==> src/rtl/sfr_pkg.sv <==
// ----------------------------------------------------------------------------
// sfr_pkg
// Shared types and constants for the stream find-and-replace core.
// ----------------------------------------------------------------------------
`default_nettype none

package sfr_pkg;

	localparam int CHAR_W     = 8;
	localparam int LEN_W      = 4;
	localparam int CNT_W      = 4;
	localparam int CFG_IDX_W  = 2;
	localparam int CFG_DATA_W = 64;

	// configuration register indexes
	localparam logic [CFG_IDX_W-1:0] REG_FIND_PATTERN    = 2'd0;
	localparam logic [CFG_IDX_W-1:0] REG_FIND_LENGTH     = 2'd1;
	localparam logic [CFG_IDX_W-1:0] REG_REPLACE_PATTERN = 2'd2;
	localparam logic [CFG_IDX_W-1:0] REG_REPLACE_LENGTH  = 2'd3;

	// control part of the result burst produced for one input byte
	typedef struct packed {
		logic [CNT_W-1:0] n;      // number of output words
		logic             last;   // final word closes the text
		logic             nochar; // single end marker without a byte
	} res_ctl_t;

endpackage

`default_nettype wire

==> src/rtl/sfr_step.sv <==
// ----------------------------------------------------------------------------
// sfr_step
// Holds the byte window and turns one input byte into a burst of output bytes.
// ----------------------------------------------------------------------------
`default_nettype none

module sfr_step import sfr_pkg::*; #(
	parameter int FIND_MAX    = 8,
	parameter int REPLACE_MAX = 8,
	parameter int BURST_MAX   = 8
) (
	input  wire logic                                clk,
	input  wire logic                                arst_n,
	input  wire logic                                accept,
	input  wire logic [CHAR_W-1:0]                   in_char,
	input  wire logic                                in_last,
	input  wire logic [CFG_DATA_W-1:0]               find_pattern,
	input  wire logic [LEN_W-1:0]                    find_length,
	input  wire logic [CFG_DATA_W-1:0]               replace_pattern,
	input  wire logic [LEN_W-1:0]                    replace_length,
	output logic      [BURST_MAX-1:0][CHAR_W-1:0]    res_bytes,
	output res_ctl_t                                 res_ctl
);

	logic [FIND_MAX-1:0][CHAR_W-1:0] win_q;
	logic [CNT_W-1:0]                win_cnt_q;

	logic [FIND_MAX-1:0][CHAR_W-1:0] w;
	logic [FIND_MAX-1:0][CHAR_W-1:0] win_next;
	logic [CNT_W-1:0]                cnt_next;
	logic [CNT_W-1:0]                c1;
	logic [CNT_W-1:0]                flen;
	logic [CNT_W-1:0]                rlen;
	logic [CNT_W-1:0]                k;
	logic                            match;
	logic                            full_match;

	always_comb begin
		c1 = win_cnt_q + CNT_W'(1);

		if (find_length == '0) begin
			flen = CNT_W'(1);
		end else if (find_length > LEN_W'(FIND_MAX)) begin
			flen = CNT_W'(FIND_MAX);
		end else begin
			flen = CNT_W'(find_length);
		end

		if (replace_length > LEN_W'(REPLACE_MAX)) begin
			rlen = CNT_W'(REPLACE_MAX);
		end else begin
			rlen = CNT_W'(replace_length);
		end

		// window after the push: held bytes, then the new byte
		for (int i = 0; i < FIND_MAX; i++) begin
			w[i] = (CNT_W'(i) < win_cnt_q) ? win_q[i] : in_char;
		end

		match = 1'b1;
		for (int j = 0; j < FIND_MAX; j++) begin
			if (CNT_W'(j) < flen && w[j] != find_pattern[8*j +: 8]) begin
				match = 1'b0;
			end
		end
		full_match = (c1 == flen) && match;

		// number of oldest bytes to release
		if (full_match) begin
			k = '0;
		end else if (in_last) begin
			k = c1;
		end else if (c1 >= flen) begin
			k = c1 - flen + CNT_W'(1);
		end else begin
			k = '0;
		end

		cnt_next = (in_last || full_match) ? '0 : c1 - k;

		win_next = w;
		for (int s = 1; s <= FIND_MAX; s++) begin
			if (k == CNT_W'(s)) begin
				for (int i = 0; i < FIND_MAX; i++) begin
					win_next[i] = (i + s < FIND_MAX) ? w[(i + s) % FIND_MAX] : '0;
				end
			end
		end

		res_bytes = '0;
		if (full_match) begin
			for (int i = 0; i < REPLACE_MAX; i++) begin
				res_bytes[i] = replace_pattern[8*i +: 8];
			end
			res_ctl.n = rlen;
		end else begin
			for (int i = 0; i < FIND_MAX; i++) begin
				res_bytes[i] = w[i];
			end
			res_ctl.n = k;
		end
		res_ctl.last   = in_last;
		res_ctl.nochar = 1'b0;
		// last byte with nothing to send: emit a bare end marker
		if (in_last && res_ctl.n == '0) begin
			res_ctl.n      = CNT_W'(1);
			res_ctl.nochar = 1'b1;
			res_bytes      = '0;
		end
	end

	always_ff @(posedge clk or negedge arst_n) begin
		if (!arst_n) begin
			win_cnt_q <= '0;
		end else if (accept) begin
			win_cnt_q <= cnt_next;
		end
	end

	always_ff @(posedge clk) begin
		if (accept) begin
			win_q <= win_next;
		end
	end

	a_last_clears: assert property (@(posedge clk) disable iff (!arst_n)
		accept && in_last |=> win_cnt_q == '0)
		else $error("window not emptied after last byte");

	a_window_short: assert property (@(posedge clk) disable iff (!arst_n)
		accept && !in_last |=> win_cnt_q < $past(flen))
		else $error("window holds a full pattern after a step");

	a_last_has_word: assert property (@(posedge clk) disable iff (!arst_n)
		accept && in_last |-> res_ctl.n != '0)
		else $error("last byte produced no output word");

endmodule

`default_nettype wire

==> src/rtl/sfr_emit.sv <==
// ----------------------------------------------------------------------------
// sfr_emit
// Burst buffer and output register; drains one word per cycle unless stalled.
// ----------------------------------------------------------------------------
`default_nettype none

module sfr_emit import sfr_pkg::*; #(
	parameter int BURST_MAX = 8
) (
	input  wire logic                             clk,
	input  wire logic                             arst_n,
	input  wire logic                             accept,
	input  wire logic [BURST_MAX-1:0][CHAR_W-1:0] res_bytes,
	input  wire res_ctl_t                         res_ctl,
	output logic                                  in_ready,
	output logic                                  m_tvalid,
	input  wire logic                             m_tready,
	output logic      [CHAR_W-1:0]                m_tdata,  // out_char
	output logic                                  m_tuser,  // has_char
	output logic                                  m_tlast   // out_last
);

	logic [BURST_MAX-1:0][CHAR_W-1:0] burst_q;
	logic [CNT_W-1:0]                 rem_q;
	logic                             blast_q;
	logic                             bnochar_q;

	logic                             valid_q;
	logic [CHAR_W-1:0]                char_q;
	logic                             has_q;
	logic                             last_q;

	logic [BURST_MAX-1:0][CHAR_W-1:0] src;
	logic [BURST_MAX-1:0][CHAR_W-1:0] shifted;
	logic [CNT_W-1:0]                 src_n;
	logic                             src_last;
	logic                             src_nochar;
	logic                             take;
	logic                             pop;

	always_comb begin
		take = !valid_q || m_tready;
		// a new burst only arrives while the buffer is empty
		if (accept) begin
			src        = res_bytes;
			src_n      = res_ctl.n;
			src_last   = res_ctl.last;
			src_nochar = res_ctl.nochar;
		end else begin
			src        = burst_q;
			src_n      = rem_q;
			src_last   = blast_q;
			src_nochar = bnochar_q;
		end
		pop = take && (src_n != '0);
		shifted = '0;
		for (int i = 0; i + 1 < BURST_MAX; i++) begin
			shifted[i] = src[i + 1];
		end
	end

	always_ff @(posedge clk or negedge arst_n) begin
		if (!arst_n) begin
			rem_q   <= '0;
			valid_q <= 1'b0;
		end else begin
			rem_q <= pop ? src_n - CNT_W'(1) : src_n;
			if (take) begin
				valid_q <= pop;
			end
		end
	end

	always_ff @(posedge clk) begin
		burst_q   <= pop ? shifted : src;
		blast_q   <= src_last;
		bnochar_q <= src_nochar;
		if (pop) begin
			char_q <= src[0];
			has_q  <= !src_nochar;
			last_q <= src_last && (src_n == CNT_W'(1));
		end
	end

	assign in_ready = (rem_q == '0);
	assign m_tvalid = valid_q;
	assign m_tdata  = char_q;
	assign m_tuser  = has_q;
	assign m_tlast  = last_q;

	a_marker_last: assert property (@(posedge clk) disable iff (!arst_n)
		m_tvalid && !m_tuser |-> m_tlast)
		else $error("end marker without last flag");

	a_marker_zero: assert property (@(posedge clk) disable iff (!arst_n)
		m_tvalid && !m_tuser |-> m_tdata == '0)
		else $error("end marker carries a nonzero byte");

	a_burst_behind_out: assert property (@(posedge clk) disable iff (!arst_n)
		rem_q != '0 |-> valid_q)
		else $error("buffered words while output register is empty");

endmodule

`default_nettype wire

==> src/rtl/stream_find_and_replace_core.sv <==
// ----------------------------------------------------------------------------
// stream_find_and_replace_core
// Streaming substring find-and-replace over a byte stream.
// ----------------------------------------------------------------------------
// Text bytes enter on the s_ stream, one per word, s_tlast on the final byte.
// Each non-overlapping match of the find pattern (1 to FIND_MAX bytes) is
// replaced by the replace string (0 to REPLACE_MAX bytes); replaced text is not
// searched again. Up to FIND_MAX-1 recent bytes are held back until they can be
// decided. Each accepted byte yields 0 to max(FIND_MAX, REPLACE_MAX) output
// words. The single output port sends one word per cycle, so the core takes one
// byte per cycle while m_tready is high and each byte releases at most one word;
// a byte that releases more holds s_tready low while the result buffer drains. A
// last byte that leaves nothing to send yields one word with m_tuser low, data
// zero and m_tlast high. Configuration is written through cfg_we / cfg_index /
// cfg_data by the user only while the core is idle; the core leaves it unchecked.
// ----------------------------------------------------------------------------
`default_nettype none

module stream_find_and_replace_core import sfr_pkg::*; #(
	parameter int FIND_MAX    = 8,
	parameter int REPLACE_MAX = 8
) (
	input  wire logic                  clk,
	input  wire logic                  arst_n,
	input  wire logic                  cfg_we,
	input  wire logic [CFG_IDX_W-1:0]  cfg_index,
	input  wire logic [CFG_DATA_W-1:0] cfg_data,
	input  wire logic                  s_tvalid,
	output logic                       s_tready,
	input  wire logic [7:0]            s_tdata,   // in_char
	input  wire logic                  s_tlast,   // in_last
	output logic                       m_tvalid,
	input  wire logic                  m_tready,
	output logic      [7:0]            m_tdata,   // out_char
	output logic                       m_tuser,   // has_char
	output logic                       m_tlast    // out_last
);

	localparam int BURST_MAX = (FIND_MAX > REPLACE_MAX) ? FIND_MAX : REPLACE_MAX;

	logic [CFG_DATA_W-1:0] find_pattern_q;
	logic [LEN_W-1:0]      find_length_q;
	logic [CFG_DATA_W-1:0] replace_pattern_q;
	logic [LEN_W-1:0]      replace_length_q;

	logic                             accept;
	logic [BURST_MAX-1:0][CHAR_W-1:0] res_bytes;
	res_ctl_t                         res_ctl;

	always_ff @(posedge clk or negedge arst_n) begin
		if (!arst_n) begin
			find_pattern_q    <= '0;
			find_length_q     <= LEN_W'(1);
			replace_pattern_q <= '0;
			replace_length_q  <= '0;
		end else if (cfg_we) begin
			case (cfg_index)
				REG_FIND_PATTERN:    find_pattern_q    <= cfg_data;
				REG_FIND_LENGTH:     find_length_q     <= cfg_data[LEN_W-1:0];
				REG_REPLACE_PATTERN: replace_pattern_q <= cfg_data;
				REG_REPLACE_LENGTH:  replace_length_q  <= cfg_data[LEN_W-1:0];
				default: ;
			endcase
		end
	end

	assign accept = s_tvalid && s_tready;

	sfr_step #(
		.FIND_MAX    (FIND_MAX),
		.REPLACE_MAX (REPLACE_MAX),
		.BURST_MAX   (BURST_MAX)
	) u_step (
		.clk             (clk),
		.arst_n          (arst_n),
		.accept          (accept),
		.in_char         (s_tdata),
		.in_last         (s_tlast),
		.find_pattern    (find_pattern_q),
		.find_length     (find_length_q),
		.replace_pattern (replace_pattern_q),
		.replace_length  (replace_length_q),
		.res_bytes       (res_bytes),
		.res_ctl         (res_ctl)
	);

	sfr_emit #(
		.BURST_MAX (BURST_MAX)
	) u_emit (
		.clk       (clk),
		.arst_n    (arst_n),
		.accept    (accept),
		.res_bytes (res_bytes),
		.res_ctl   (res_ctl),
		.in_ready  (s_tready),
		.m_tvalid  (m_tvalid),
		.m_tready  (m_tready),
		.m_tdata   (m_tdata),
		.m_tuser   (m_tuser),
		.m_tlast   (m_tlast)
	);

endmodule

`default_nettype wire
==> config.mk <==
export PLATFORM = sky130hd
export DESIGN_NAME = stream_find_and_replace_core
export DESIGN_NICKNAME = d
export VERILOG_FILES = /design/src/rtl/sfr_pkg.sv /design/src/rtl/sfr_step.sv /design/src/rtl/sfr_emit.sv /design/src/rtl/stream_find_and_replace_core.sv
export SDC_FILE = /design/constraint.sdc
export NUM_CORES = 1
export LEC_CHECK = 0
export ABC_CLOCK_PERIOD_IN_PS = 5550
export BUFFER_PORTS_ARGS = -buffer_cell sky130_fd_sc_hd__buf_2
export CAP_MARGIN = 30
export CORE_UTILIZATION = 50
export CTS_CLUSTER_SIZE = 30
export DETAILED_ROUTE_END_ITERATION = 12
export PLACE_DENSITY = 0.67
export SETUP_SLACK_MARGIN = 0.15
export SLEW_MARGIN = 20
export SYNTH_ARGS = -nofsm -noshare
export SYNTH_HDL_FRONTEND = slang
export SYNTH_SLANG_ARGS = --single-unit
==> constraint.sdc <==
create_clock -name clk -period 5.55 [get_ports clk]
set_clock_uncertainty 0.05 [all_clocks]
set_input_delay 0.555 -clock clk [delete_from_list [all_inputs] [get_ports clk]]
set_output_delay 0.555 -clock clk [all_outputs]
set_load 0.03 [all_outputs]
== After elaboration in Yosys (flattened, before gate mapping) ==
Index checks and enable logic that the tools add are counted.

* Word-level logic and storage cells: 147
* Output and inout port bits: 12
* Input port bits: 80
* Bits in registers: 285

* $lt $le $gt $ge: 19
* Reduce and logical (&&, ||, !) cells: 33
* Multiplexer cells: 41
* Equal/unequal tests: 21
* Add/sub/neg operators: 5

{| class="wikitable"
|+ Operator list
! operator !! count
|-
| $mux W64 || 3
|-
| $mux W56 || 2
|-
| $mux W8 || 9
|-
| $ne A8 B8 Y1 || 8
|-
| $mux W48 || 1
|-
| $mux W4 || 11
|-
| $mux W40 || 1
|-
| $lt A3 B4 Y1 const A || 8
|-
| $mux W32 || 1
|-
| $mux W24 || 1
|-
| $eq A4 B3 Y1 const B || 4
|-
| $lt A1 B4 Y1 const A || 4
|-
| $lt A2 B4 Y1 const A || 4
|-
| $mux W16 || 1
|-
| $logic_and A1 B1 Y1 || 13
|-
| $logic_not A4 Y1 || 3
|-
| $mux W1 || 11
|-
| $add A4 B1 Y4 const B || 2
|-
| $eq A4 B1 Y1 const B || 2
|-
| $eq A4 B2 Y1 const B || 2
|-
| $gt A4 B4 Y1 const B || 2
|-
| $reduce_and A2 Y1 || 4
|-
| $reduce_or A8 Y1 || 1
|-
| $sub A4 B4 Y4 || 2
|-
| other kinds (16) || 19
|}

== Depth between registers and ports, before layout ==
Gate-level depths: netlist of run 1.

* Word-level depth: 23
* Depth in mapped cells: 23
* Gate-level depth less buffers: 19

== Cells and area by module ==
From an unflattened synthesis of run 1, not the netlist that was laid out.

* Cell total of the unflattened synthesis: 1613
* Area, all modules: 17010.1 um^2

{| class="wikitable"
|+ By module, submodules not included
! module !! instances !! cells each !! seq. area each (um^2) !! area an instance (um^2)
|-
| sfr_step || 1 || 1059 || 2021.9 || 8194.1
|-
| stream_find_and_replace_core || 1 || 291 || 3404.5 || 5500.3
|-
| sfr_emit || 1 || 263 || 1746.7 || 3315.7
|}

== Worst setup path after synthesis of run 1 ==
OpenSTA, ideal clock, no wires.

* Kind: flip-flop to flip-flop
* Start: register u_step.win_cnt_q[0]
* End: register u_step.win_cnt_q[2]
* Cell stages (with the launch flop): 20
* Arrival time: 4.465 ns
* Path buffers: 4
* Slack: 0.901 ns
* Library setup time: 0.133 ns
* Required time: 5.367 ns
* Clock period less this slack: 4.649 ns
* Path through: dfrtp_1 inv_1 ha_1 nor3b_2 mux2i_1 o22ai_1 nor4_2 or3b_1 and4bb_1 and3_1 buf_4 clkbuf_1 buf_2 buf_1 nor2_1 ha_1 fa_1 xnor2_1 nand2_1 o22ai_1

* Longest elaborated chain between the ends: 16
* Elaborated cells on any way between the ends: 52
* Those cells by class: add/sub: 4; order compare: 9; eq/ne: 9; mux: 20; reduce/logical: 10

{| class="wikitable"
|+ Ends and longest elaborated chain
! what !! line !! RTL
|-
| from (decl) || sfr_step.sv:26 || <nowiki>logic [CNT_W-1:0] win_cnt_q;</nowiki>
|-
| from (signal assigned) || sfr_step.sv:116 || <nowiki>win_cnt_q <= cnt_next;</nowiki>
|-
| $lt A1 B4 Y1 || sfr_step.sv:57 || <nowiki>w[i] = (CNT_W'(i) < win_cnt_q) ? win_q[i] : in_char;</nowiki>
|-
| $mux W8 || sfr_step.sv:57 ||
|-
| $ne A8 B8 Y1 || sfr_step.sv:62 || <nowiki>if (CNT_W'(j) < flen && w[j] != find_pattern[8*j +: 8]) begin</nowiki>
|-
| $logic_and A1 B1 Y1 || sfr_step.sv:62 ||
|-
| $mux W1 (8 in series) || sfr_step.sv:62 ||
|-
| $logic_and A1 B1 Y1 || sfr_step.sv:66 || <nowiki>full_match = (c1 == flen) && match;</nowiki>
|-
| $mux W4 || sfr_step.sv:69 || <nowiki>if (full_match) begin</nowiki>
|-
| $sub A4 B4 Y4 || sfr_step.sv:79 || <nowiki>cnt_next = (in_last || full_match) ? '0 : c1 - k;</nowiki>
|-
| $mux W4 * || sfr_step.sv:79 ||
|}

Every way passes the cells marked *; elsewhere a longest branch is shown, timed or not.
A chain may end at the register's enable or synchronous reset.

== Final worst setup path of run 1 ==
* Start: register u_step.win_cnt_q[0]
* End: register u_step.win_q[13] (netlist name), data pin

* Longest elaborated chain between the ends: 21
* Elaborated cells on any way between the ends: 64
* Those cells by class: add/sub: 3; order compare: 9; eq/ne: 17; mux: 25; reduce/logical: 10

{| class="wikitable"
|+ Ends and longest elaborated chain
! what !! line !! RTL
|-
| $lt A1 B4 Y1 || sfr_step.sv:57 ||
|-
| $mux W8 || sfr_step.sv:57 ||
|-
| $ne A8 B8 Y1 || sfr_step.sv:62 ||
|-
| $logic_and A1 B1 Y1 || sfr_step.sv:62 ||
|-
| $mux W1 (8 in series) || sfr_step.sv:62 ||
|-
| $logic_and A1 B1 Y1 || sfr_step.sv:66 ||
|-
| $mux W4 || sfr_step.sv:69 ||
|-
| $eq A4 B1 Y1 || sfr_step.sv:83 || <nowiki>if (k == CNT_W'(s)) begin</nowiki>
|-
| $mux W56 || sfr_step.sv:83 ||
|-
| $mux W48 || sfr_step.sv:83 ||
|-
| $mux W40 || sfr_step.sv:83 ||
|-
| $mux W32 || sfr_step.sv:83 ||
|-
| $mux W24 || sfr_step.sv:83 ||
|-
| $mux W16 || sfr_step.sv:83 ||
|-
| to (signal assigned) || sfr_step.sv:122 || <nowiki>win_q <= win_next;</nowiki>
|-
| to (decl) || sfr_step.sv:25 || <nowiki>logic [FIND_MAX-1:0][CHAR_W-1:0] win_q;</nowiki>
|}

Parallel ways exist; a longest one is shown, timed or not.

==> flow_summary_export.csv, run 1 <==
group,metric,value,unit
logic_synthesis,netlist_top_cells_area,"dfrtp_1, edfxtp_1, mux2_2",
sta,worst_slack,304,ps
die,pin_count,92,
detailed_routing,first_iter_violations,1880,
critical_path,r2r_slack,300,ps
critical_path,crit_path_start_kind,"flop",
finish,layout.nets,1962,
detailed_routing,via_per_inst,6.47,
logic_synthesis,netlist_top_cells_count,"nand2_1, o21ai_0, mux2_2, dfrtp_1, a21oi_1",
sta,hold_viol,0,
logic_synthesis,netlist_area,0.0166,mm^2
logic_synthesis,synth.most_common_cell,"nand2_1",
finish,area_growth,15.6,%
sta,drv_slew,0,
run,max_cap_viol_count,0,
sta,setup_viol,0,
worst_hold_path,hold_path_class,"primary input to flop",
placed_design,hpwl,48.2,mm
critical_path,arrival,5510,ps
clock_network,ctsHtreeMaxLevel,1,
global_route,grt_overflow,0,
die,num_rows,66,
clock_network,path_clk_slew,60,ps
sta,relSlewSlack,0.243,
placed_design,gp_congestion,1.15,
detailed_routing,vias,15098,
detailed_routing,dr.pass1.iters,7,
finish,drive_above_1_share,0.255,
die,die_x,184,um
critical_path,crit_fanout,21,
clock_network,cts-root-buf,"clkbuf_16",
global_route,gr-usage-all-layers,0.393,
detailed_routing,wire_per_inst,28.4,um
detailed_routing,drc,0,
worst_hold_path,hold_depth,3,
sta,fmax,191,MHz
sta,grt_setup_unrepaired,"no",
power,vdd_drop_max,0.000333,V
logic_synthesis,synthCells,1747,
sta,tns,0,ps
finish,fin_util,0.589,
clock_network,cts_buffers,31,
logic_synthesis,synth_nets,1845,
sta,tightestPinTransition,1130,ps
die,core,0.0326,mm^2
run_status,status,"completed",
logic_synthesis,syn_area_per_cell,9.52,um^2
logic_synthesis,ys_warn_count,0,
critical_path,r2r_cells,13,
sta,hold-worst-slack,151,ps
logic_synthesis,synth_ff_type,"dfrtp_1",
sta,min_period,5250,ps
finish,fill_cells,2885,
detailed_routing,ant_nets,0,
critical_path,endpoint_kind,"flop",
logic_synthesis,yosysTopAreaCell,"dfrtp_1",
global_route,grt_start_max_net_pins,98,
logic_synthesis,synth_edf_count,74,
global_route,grt_pass1_vias,14466,
global_route,antenna_found_initial,2,
finish,multi_input_area,0.00879,mm^2
die,die_y,184,um
clock_network,cts_setup_buffers,0,
critical_path,required,5820,ps
placed_design,pre_cts_ws,339,ps
logic_synthesis,ys_seq_area_frac,0.431,
placed_design,io_buffers,91,
global_route,grt_pass1_wl,96.2,mm
clock_network,cts_max_path_buffers,3,
clock_network,cts_tree,"yes",
detailed_routing,wl,66.1,mm
logic_synthesis,synth_seq_cells,285,
logic_synthesis,async_reset_ff_frac,0.509,
power,power.leakage,8.14,nW
die,dieArea,0.0340,mm^2
logic_synthesis,yosys.cell_types.count,83,
clock_network,clk_latency,590,ps
logic_synthesis,yosys.area.top_type_share,0.217,
critical_path,worstReg2RegStart,"u_step.win_cnt_q[0]",
sta,period_share,0.945,
finish,regArea,0.00717,mm^2
die,initial_utilization,0.510,
critical_path,worstSetupPathType,"flop to flop",
worst_hold_path,holdPathEnd,"find_pattern_q[46]",
clock_network,cts.sinks,285,
worst_hold_path,min_from,"cfg_data[46]",
critical_path,r2r-end,"u_step.win_q[13]",
power,pwr_density_cell,693,mW/mm^2
[how the worst max path moves through the flow]
stage                                to  slack [ps]                start
global route         u_emit.burst_q[47]         150  u_step.win_cnt_q[0]
CTS                  u_emit.burst_q[48]         310  u_step.win_cnt_q[3]
detailed placement   u_emit.burst_q[48]         340  u_step.win_cnt_q[3]
global placement       u_step.win_q[19]         370  u_step.win_cnt_q[3]
finish                 u_step.win_q[13]         300  u_step.win_cnt_q[0]
floorplan           u_step.win_cnt_q[2]         900  u_step.win_cnt_q[0]
[flip-flops by register name (all words and copies together), names as in the netlist, 4 cells and up]
signal and count:
u_emit.rem_q 4, replace_length_q 4, u_emit.m_tdata 8, find_pattern_q 64
u_step.win_q 64, u_step.win_cnt_q 4, replace_pattern_q 64, u_emit.burst_q 64
find_length_q 4
[layout by cell type (no fill, tap or decap), types with 8 or more instances in the layout]
cell / count
and2_1: 14
o221ai_1: 12
buf_4: 105
o21ai_0: 204
mux2i_1: 54
o211ai_1: 19
buf_2: 90
a221oi_1: 15
edfxtp_1: 74
clkbuf_16: 34
nand2b_1: 11
mux2_2: 177
nand2_1: 246
xnor2_1: 29
dfxtp_1: 66
nor3_1: 16
mux2_4: 18
inv_1: 57
a211oi_1: 24
nand3_1: 8
nor2_1: 84
a31oi_1: 8
o22ai_1: 42
xor2_1: 28
dfrtp_1: 144
a21oi_1: 103
clkbuf_1: 12
a22oi_1: 16
ha_1: 15
[power by group]
part / switching, mW / leakage (nW) / internal, mW
Sequential: 0.336 / 2.95 / 2.98
Clock: 0.861 / 0.485 / 1.17
Combinational: 5.07 / 4.70 / 2.89
[layout make-up]
| class | count | share of cell area |
|---|---|---|
| timing repair buffer | 208 | 0.0766 |
| inverter | 60 | 0.0117 |
| tap | 442 | 0.0288 |
| multi-input combinational | 1278 | 0.458 |
| antenna | 1 | 0.000130 |
| clock buffer | 50 | 0.0495 |
| sequential | 285 | 0.373 |
| clock inverter | 8 | 0.00228 |
[worst max-delay path, cell delays in order, from the launching register on]
cell      delay, ps
dfrtp_1         520
inv_1           170
ha_1            340
o21ai_2         480
mux2i_1         320
xor2_1          130
a31oi_1         360
and4bb_1        300
and3_1          270
buf_12          200
nor2_1          860
mux2i_1         270
o21ai_0         160
a221oi_1        530
[cell families after synthesis]
logic type	count (synthesis)	synth area share
and+or+nand+nor	434	0.114
xor gates and xnor gates	57	0.0300
adders and majority gates	18	0.0149
buffers and inverters	184	0.0451
DFF	285	0.431
muxes	254	0.173
AOI/OAI and AO/OA	515	0.191
[through the flow]
stage	instances	cell area [um^2]	power [mW]
floorplan	1747	16600	7.92
global placement	2265	18100	10.8
detailed placement	2267	18100	10.9
CTS	2325	19100	12.9
global route	2331	19200	13.8
finish	2332	19200	13.3
[layer usage]
layer / vias to the layer above / part of all wire / global-route usage / routed length, um
li1: 6581 / - / - / -
met1: 7256 / 0.38 / 0.491 / 25400
met2: 961 / 0.43 / 0.596 / 28500
met3: 298 / 0.098 / 0.0911 / 6490
met4: 2 / 0.087 / 0.288 / 5750
met5: - / 0.00020 / 0 / 13
[what timing repair did]
| item | 4_1_cts | 5_1_grt |
|---|---|---|
| hold buffers | 0 | 1 |
| gates resized for setup | 0 | 2 |
| hold endpoints to repair | 0 | 40 |
| setup endpoints to repair | 0 | 59 |
(Power assumes the default switching activity.)
==> run 2: changes to the inputs <==
--- a/config.mk
+++ b/config.mk
@@ -16,4 +16,5 @@
 export SLEW_MARGIN = 20
 export SYNTH_ARGS = -nofsm -noshare
 export SYNTH_HDL_FRONTEND = slang
+export SYNTH_HIERARCHICAL = 1
 export SYNTH_SLANG_ARGS = --single-unit
==> run 2 against run 1 <==
  * Maximum frequency is 1.2% higher
  * Non-clock buffer count is 42 higher
  * Final cell count is 3.6% lower
  * Synthesized cell count is 7.7% lower
  * Clock power is 5% higher
  * Setup slack better by 60 ps
  * Count of clock-buffer cells in the layout is 4 lower
  * Wire length is 5.5% lower
  * Via count is 4.3% lower
  * Critical path type unchanged
  * Largest power group unchanged
==> flow_summary_export.csv, run 2 <==
group,metric,value,unit
run_status,status,"completed",
placed_design,hpwl,45.0,mm
logic_synthesis,yosysTopAreaCell,"dfrtp_1",
finish,layout.nets,1874,
logic_synthesis,netlist_area,0.0170,mm^2
finish,final_cell_mix,"mux2i_1, nor2_1, buf_4",
clock_network,cts_max_path_buffers,3,
sta,setup_viol,0,
clock_network,cts_buffers,31,
critical_path,critPathMaxStageDelay,690,ps
power,pwr_density_cell,712,mW/mm^2
detailed_routing,wire_per_inst,27.8,um
worst_hold_path,hold_path_class,"primary input to flop",
die,initial_utilization,0.507,
sta,worst_slack,364,ps
global_route,antenna_found_initial,2,
logic_synthesis,syn_area_per_cell,10.5,um^2
logic_synthesis,synth-compound-area-share,0.164,
critical_path,worstSetupPathType,"flop to flop",
placed_design,gp_congestion,1.04,
critical_path,crit_path_start_kind,"flop",
power,vdd_drop_max,0.000408,V
finish,final_common_cell,"mux2i_1",
clock_network,cts-root-buf,"clkbuf_16",
finish,drive_above_1_share,0.264,
logic_synthesis,synth_top_family_by_area,"multiplexers",
detailed_routing,wl,62.5,mm
detailed_routing,first_iter_violations,1524,
placed_design,io_buffers,91,
clock_network,ctsHtreeMaxLevel,1,
sta,grt_setup_unrepaired,"no",
sta,hold_viol,0,
sta,relSlewSlack,0.291,
placed_design,pre_cts_ws,359,ps
logic_synthesis,ys_warn_count,6,
die,pin_count,92,
clock_network,cts.sinks,285,
sta,period_share,0.934,
sta,tightestPinTransition,1030,ps
die,die_y,186,um
detailed_routing,drc,0,
global_route,met3_usage,0.0617,
critical_path,crit_fanout,25,
logic_synthesis,yosys.cell_types.count,84,
logic_synthesis,synth-xor-area-share,0.0273,
clock_network,cts_tree,"yes",
critical_path,crit_path_frequent_cell,"mux2i_1",
critical_path,r2r_slack,360,ps
sta,tns,0,ps
logic_synthesis,synth_edf_count,74,
global_route,grt_overflow,0,
die,num_rows,67,
sta,fmax,193,MHz
die,die_x,186,um
global_route,grt_pass1_wl,93.4,mm
finish,area_growth,15.8,%
critical_path,arrival,5590,ps
die,core,0.0335,mm^2
logic_synthesis,synth_fa_ha_area_frac,0.0138,
logic_synthesis,muxShareOfSynthArea,0.220,
global_route,grt_pass1_vias,14379,
global_route,met1_usage,0.480,
logic_synthesis,synthSimpleGateAreaFrac,0.0986,
detailed_routing,via_per_inst,6.43,
clock_network,path_clk_slew,60,ps
detailed_routing,ant_nets,0,
sta,min_period,5190,ps
global_route,grt_start_max_net_pins,164,
critical_path,cp_cell_sequence,"nor2_1, mux2i_1, a221oi_1, nand4_1, o32ai_1, nor3b_4, o211a_2, nor2_1, a21oi_1, nand2_1, mux2i_1, ha_1, nor4b_2, a311oi_4, buf_12, buf_12, mux2i_1",
critical_path,required,5950,ps
global_route,grt_use_met2,0.557,
logic_synthesis,async_reset_ff_frac,0.509,
logic_synthesis,netlist_top_cells_area,"dfrtp_1, edfxtp_1, mux2i_1",
logic_synthesis,yosys.area.top_type_share,0.212,
logic_synthesis,synth_seq_cells,285,
logic_synthesis,synth_nets,1710,
logic_synthesis,ys_seq_area_frac,0.422,
run,max_cap_viol_count,0,
global_route,gr-usage-all-layers,0.357,
sta,drv_slew,0,
finish,diodes,0,
clock_network,clk_latency,580,ps
logic_synthesis,synth_ff_type,"dfrtp_1",
die,dieArea,0.0348,mm^2
power,power.leakage,8.38,nW
detailed_routing,vias,14452,
global_route,top_usage_layer,"met2",
logic_synthesis,netlist_top_cells_count,"mux2i_1, nor2_1, dfrtp_1, a211oi_1, mux2_2",
detailed_routing,dr.pass1.iters,8,
critical_path,endpoint_kind,"flop",
critical_path,critPathSlowestCell,"nor2_1",
logic_synthesis,synthCells,1613,
logic_synthesis,synth.most_common_cell,"mux2i_1",
run 2: changes by cell type in the layout (fill, tap and decap cells not counted), moves of 34 or more:
cell	change
mux2_4	+52
mux2i_1	+118
a211oi_1	+60
a21oi_1	-34
nand2_1	-170
buf_4	+43
o21ai_0	-145
mux2_2	-93
nor2_1	+87
run 2: timing repair:
item,in CTS,in global routing
buffers inserted,0,0
resized for setup,0,3
endpoints found under the setup margin,0,69
endpoints found under the hold margin,34,0
hold buffers,1,0
run 2: per-stage QoR:
step	hold WS (ps)	utilization	area (um^2)	total power, mW	std cells
after CTS	145	0.586	19700	13.8	2248
after global routing	165	0.587	19700	14.6	2249
after detailed placement	411	0.555	18600	11.6	2190
final	162	0.587	19700	14.0	2249
after global placement	386	0.555	18600	11.5	2188
after floorplan	209	-	17000	8.45	1613
run 2: final cells by class:
type	instances	area, um^2
Clock buffer	46	905
Tap cell	448	561
Inverter	48	180
Sequential cell	285	7170
Fill cell	2873	13800
Multi-Input combinational cell	1161	8960
Clock inverter	11	134
Timing Repair Buffer	250	1780
run 2: power by group:
group,internal (mW),total (mW),switching [mW]
Sequential,3.00,3.32,0.316
Combinational,3.33,8.58,5.25
Clock,1.26,2.13,0.866
run 2: worst paths after layout:
| kind | depth (start not counted) | start | endpoint |
|---|---|---|---|
| min | 2 | cfg_data[52] | replace_pattern_q[52] |
| min reg2reg | 2 | u_emit/bnochar_q | u_emit/bnochar_q |
| min in group asynchronous | 2 | arst_n | replace_pattern_q[26] |
| max | 17 | u_step/win_cnt_q[2] | u_emit/burst_q[44] |
| max in group asynchronous | 3 | arst_n | u_step/win_cnt_q[2] |
| max reg2reg | 17 | u_step/win_cnt_q[2] | u_emit/burst_q[44] |
run 2: metal layers:
metal / share of wire / vias up
met1: 0.41 / 7176
met3: 0.085 / 191
li1: - / 6328
met4: 0.056 / 4
met2: 0.45 / 753
met5: 0.00046 / -
run 2: cells by family (layout without fill, tap and decap cells):
kind of cell,after synthesis,count (layout)
xor+xnor,53,53
buf+inv,167,355
fa+ha+maj,17,17
simple gates,363,363
flops,285,285
compound gates,400,400
mux,328,328
run 2: critical path: cells and delay by family (launching register included):
family / cells / cell delay (ps)
buffers and inverters: 2 / 420
adders and majority gates: 1 / 230
muxes: 3 / 640
and+or+nand+nor: 6 / 1770
AOI/OAI and AO/OA: 5 / 1390
DFF: 1 / 510
